## config.mk

```make
export PLATFORM = sky130hd
export DESIGN_NAME = cpi_fifo
export DESIGN_NICKNAME = d
export VERILOG_FILES = /design/src/rtl/core/cpi_pkg.sv /design/src/rtl/core/cpi_fifo.sv
export SDC_FILE = /design/constraint.sdc
export NUM_CORES = 1
export LEC_CHECK = 0
export BUFFER_PORTS_ARGS = -buffer_cell sky130_fd_sc_hd__buf_2
export CAP_MARGIN = 30
export CELL_PAD_IN_SITES_DETAIL_PLACEMENT = 1
export CELL_PAD_IN_SITES_GLOBAL_PLACEMENT = 1
export CORE_MARGIN = 1
export CORE_UTILIZATION = 40
export CTS_CLUSTER_SIZE = 30
export DETAILED_ROUTE_END_ITERATION = 8
export GPL_TIMING_DRIVEN = 0
export PLACE_DENSITY = 0.82
export SYNTH_ARGS = -nofsm -noshare
export SYNTH_HDL_FRONTEND = slang
export SYNTH_SLANG_ARGS = --single-unit
```

## constraint.sdc

```tcl
create_clock -name clk -period 5.9 [get_ports clk]
set_clock_uncertainty 0.2 [all_clocks]
set_input_delay 0.59 -clock clk [delete_from_list [all_inputs] [get_ports clk]]
set_output_delay 0.59 -clock clk [all_outputs]
set_load 0.005 [all_outputs]
```

## src/rtl/core/cpi_pkg.sv

```systemverilog
`timescale 1ns / 1ps
// ----------------------------------------------------------------------------
// cpi_pkg
// Shared types and constants of the complex permittivity interpolator.
// ----------------------------------------------------------------------------
package cpi_pkg;

    localparam logic OP_LOAD  = 1'b0;
    localparam logic OP_QUERY = 1'b1;

    localparam logic [1:0] REGION_INTERP = 2'd0;
    localparam logic [1:0] REGION_BELOW  = 2'd1;
    localparam logic [1:0] REGION_ABOVE  = 2'd2;

    localparam int KEY_W   = 24;
    localparam int VAL_W   = 32;
    localparam int SLOT_W  = 8;
    localparam int LEN_W   = 9;
    localparam int IN_W    = 96;
    localparam int OUT_W   = 80;
    // divider: 57-bit product padded to an even width, two quotient bits per cycle
    localparam int DVD_W   = 58;
    localparam int DVS_W   = 24;
    localparam int DIV_CYC = DVD_W / 2;

    localparam logic [0:0] ADDR_LENGTH = 1'b0;
    localparam logic [0:0] ADDR_MODE   = 1'b1;

    typedef struct packed {
        logic                     op;
        logic [SLOT_W-1:0]        slot;
        logic [KEY_W-1:0]         lam;
        logic signed [VAL_W-1:0]  ereal;
        logic signed [VAL_W-1:0]  eimag;
    } item_t;

endpackage

```

## src/rtl/core/cpi_fifo.sv

```systemverilog
`timescale 1ns / 1ps
// ----------------------------------------------------------------------------
// cpi_fifo
// Two-entry queue between the front and the back sequencer.
// ----------------------------------------------------------------------------
module cpi_fifo (
    input  logic            clk,
    input  logic            rst_n,
    input  logic            push,
    input  cpi_pkg::item_t  din,
    output logic            full,
    input  logic            pop,
    output logic            valid,
    output cpi_pkg::item_t  dout
);

    cpi_pkg::item_t mem_reg [2];
    logic           wr_ptr_reg;
    logic           rd_ptr_reg;
    logic [1:0]     count_reg;

    assign full  = (count_reg == 2'd2);
    assign valid = (count_reg != 2'd0);
    assign dout  = mem_reg[rd_ptr_reg];

    always_ff @(posedge clk or negedge rst_n)
    begin
        if (!rst_n)
        begin
            wr_ptr_reg <= 1'b0;
            rd_ptr_reg <= 1'b0;
            count_reg  <= 2'd0;
        end
        else
        begin
            if (push)
                wr_ptr_reg <= !wr_ptr_reg;
            if (pop)
                rd_ptr_reg <= !rd_ptr_reg;
            if (push && !pop)
                count_reg <= count_reg + 2'd1;
            else if (pop && !push)
                count_reg <= count_reg - 2'd1;
        end
    end

    always_ff @(posedge clk)
    begin
        if (push)
            mem_reg[wr_ptr_reg] <= din;
    end

endmodule

```

==> load_flow_metrics.sql <==
INSERT INTO impl_metrics (metric_group, metric, value, unit) VALUES
('timing', 'finalMaxSlewViolations', '0', ''),
('drt', 'postRouteWirelength', '14200', 'µm'),
('timing', 'tightestPinTransition', '0.737', 'ns'),
('logic_synthesis', 'instance_count_of_the_mapped_netlist', '318', ''),
('clocking', 'cts_tree', 'yes', ''),
('logic_synthesis', 'number_of_warnings_printed_during_yosys_synthesis', '0', ''),
('finish', 'num-fill-cells', '1620', ''),
('finish', 'fraction_of_layout_cells_with_a_size_suffix_above_1', '0.625', ''),
('worst_setup_path', 'timing.critical_path.depth', '4', ''),
('finish', 'area_added_between_synthesis_and_finish', '27.1', '%'),
('worst_hold_path', 'timing.hold.worst_path_depth', '1', ''),
('clocking', 'cts_inserted_buffers', '17', ''),
('finish', 'final_cell_mix', '206 x buf_2, 194 x edfxtp_1, 77 x mux2_2', ''),
('clocking', 'clkSlewWorstSetupHoldPaths', '0.07', 'ns'),
('logic_synthesis', 'post_synth_net_total', '420', ''),
('drt', 'drtAntennaViolNets', '0', ''),
('logic_synthesis', 'yosys.cell_types.count', '14', ''),
('clocking', 'root_buffer_cell', 'clkbuf_16', ''),
('worst_setup_path', 'critical_path.top_delay_family', 'buffers and inverters', ''),
('grt', 'gr-total-overflow', '0', ''),
('run_status', 'status', 'complete, no violations', ''),
('worst_setup_path', 'endpoint_kind', 'output port', ''),
('placed_design', 'io_buffer_count', '199', ''),
('floorplanning', 'floorplan.io_pins', '200', ''),
('finish', 'finish.utilization', '0.526', ''),
('worst_setup_path', 'reg2regPathDepth', '2', ''),
('job', 'max-cap-violations', '0', ''),
('pwr', 'power.static_leakage', '3.54', 'nW'),
('clocking', 'tritoncts_num_sinks', '198', ''),
('finish', 'layout.area.seq', '0.00593', 'mm²'),
('timing', 'final.period_utilization', '0.432', ''),
('worst_setup_path', 'required', '5.11', 'ns'),
('logic_synthesis', 'synth_area', '0.00726', 'mm²'),
('timing', 'report.final.setup_viol', '0', ''),
('finish', 'largest_register_ff_count', '194', ''),
('floorplanning', 'fp.dieArea', '0.0187', 'mm²'),
('grt', 'grt_pass1_wl', '21000', 'µm'),
('worst_setup_path', 'path_common_cell', 'buf_2', ''),
('pwr', 'total_power', '0.00426', 'W'),
('floorplanning', 'initial_util', '0.414', ''),
('timing', 'fin_crit', '2.55', 'ns'),
('worst_setup_path', 'crit_buf_inv', '3', ''),
('floorplanning', 'dieHeight', '137', 'µm'),
('worst_setup_path', 'timing.critical_path.slowest_cell_delay', '0.39', 'ns'),
('finish', 'mostFrequentLayoutCell', 'buf_2', ''),
('drt', 'drt_pass1_iterations', '4', ''),
('worst_setup_path', 'timing.setup.critical_path_class', 'flop to output port', ''),
('finish', 'num_antenna_cells', '0', ''),
('placed_design', 'dpl.hpwl', '10100', 'µm'),
('logic_synthesis', 'synthDominantAreaCellType', 'edfxtp_1', ''),
('finish', 'num-nets-final', '643', ''),
('drt', 'wl_per_cell', '18.3', 'µm'),
('grt', 'track_usage', '0.155', ''),
('placed_design', 'gpl.final_weighted_congestion', '0.721', ''),
('drt', 'detail_route.vias_per_cell', '4.73', ''),
('clocking', 'ctsResizeCount', '0', ''),
('floorplanning', 'coreArea', '0.0175', 'mm²'),
('floorplanning', 'row_cnt', '48', ''),
('logic_synthesis', 'synth_top_area_share', '0.802', ''),
('timing', 'fmax', '393', 'MHz'),
('worst_hold_path', 'hold_class', 'primary input to flop', ''),
('worst_setup_path', 'setup.worst_path.start', 'rd_ptr_reg', ''),
('grt', 'number_of_antenna_violations_at_the_first_check_in_global_routing', '1', ''),
('logic_synthesis', 'ys_seq_area_frac', '0.816', ''),
('grt', 'grt_max_degree', '50', ''),
('clocking', 'htreeDepth', '4', ''),
('timing', 'remaining_max_slew_budget_at_the_tightest_pin', '0.509', ''),
('worst_setup_path', 'crit_chain', 'buf_6 -> buf_2 -> mux2_2 -> buf_2', ''),
('logic_synthesis', 'post_synth.cell_area_avg', '22.8', 'µm²'),
('timing', 'rsz0062_at_grt', 'false', ''),
('clocking', 'cts.hold.buffers_added', '1', '');
per-layer routing:
| metal | track usage | share of wire |
|---|---|---|
| met1 | 0.173 | 0.39 |
| met2 | 0.271 | 0.53 |
| met3 | 0.0585 | 0.069 |
| met4 | 0.0549 | 0.013 |
| met5 | 0 | 0.0011 |
metrics by stage:
stage / instance area, µm² / worst slack [ns] / setup TNS, ns / std cells / hold slack [ns]
CTS: 9230 / 3.30 / 0 / 779 / 0.128
detailed placement: 8640 / 3.59 / 0 / 746 / 0.208
finish: 9230 / 3.35 / 0 / 779 / 0.151
global route: 9230 / 3.26 / 0 / 779 / 0.122
global placement: 8540 / -1.99 / -192.20 / 742 / 0.198
floorplan: 7260 / 0.321 / 0 / 318 / 0.0944
cell usage after synthesis:
library cell  count
inv_1             1
ha_1              1
xnor2_1           1
buf_6             4
xor2_1            4
mux2_4           20
and2_1            1
or2_2             1
nor2_1            1
edfxtp_1        194
buf_2             7
nor2b_1           2
dfrtp_1           4
mux2_2           77
power breakdown:
part	internal (W)	switching (W)
combinational	0.000631	0.000577
clock	0.000572	0.000544
sequential	0.00186	0.0000718
final cells by class:
type	count	share of cell area
plain buffers	11	0.00868
flip-flops and latches	198	0.642
clock inverters	14	0.0152
well taps	225	0.0305
multi-input cells	108	0.137
clock buffers	18	0.0476
inverters	1	0.000407
repair buffers	204	0.119
cell families after synthesis:
kind of cell / Yosys count / share of synthesized area
buffers and inverters: 12 / 0.0115
muxes: 97 / 0.161
DFF: 198 / 0.816
adders and majority gates: 1 / 0.00172
xor gates and xnor gates: 5 / 0.00603
and+or+nand+nor: 5 / 0.00396
worst paths after layout:
path	to	slack, ns
worst min register to register	count_reg[1]	0.33
worst min-delay path	mem_reg[0][72]	0.15
min in group asynchronous	count_reg[0]	0.30
worst max-delay path	dout[10]	3.35
max in group asynchronous	rd_ptr_reg	5.07
worst max register to register	mem_reg[1][64]	3.92
No activity file was read; power rests on OpenSTA's default activity.
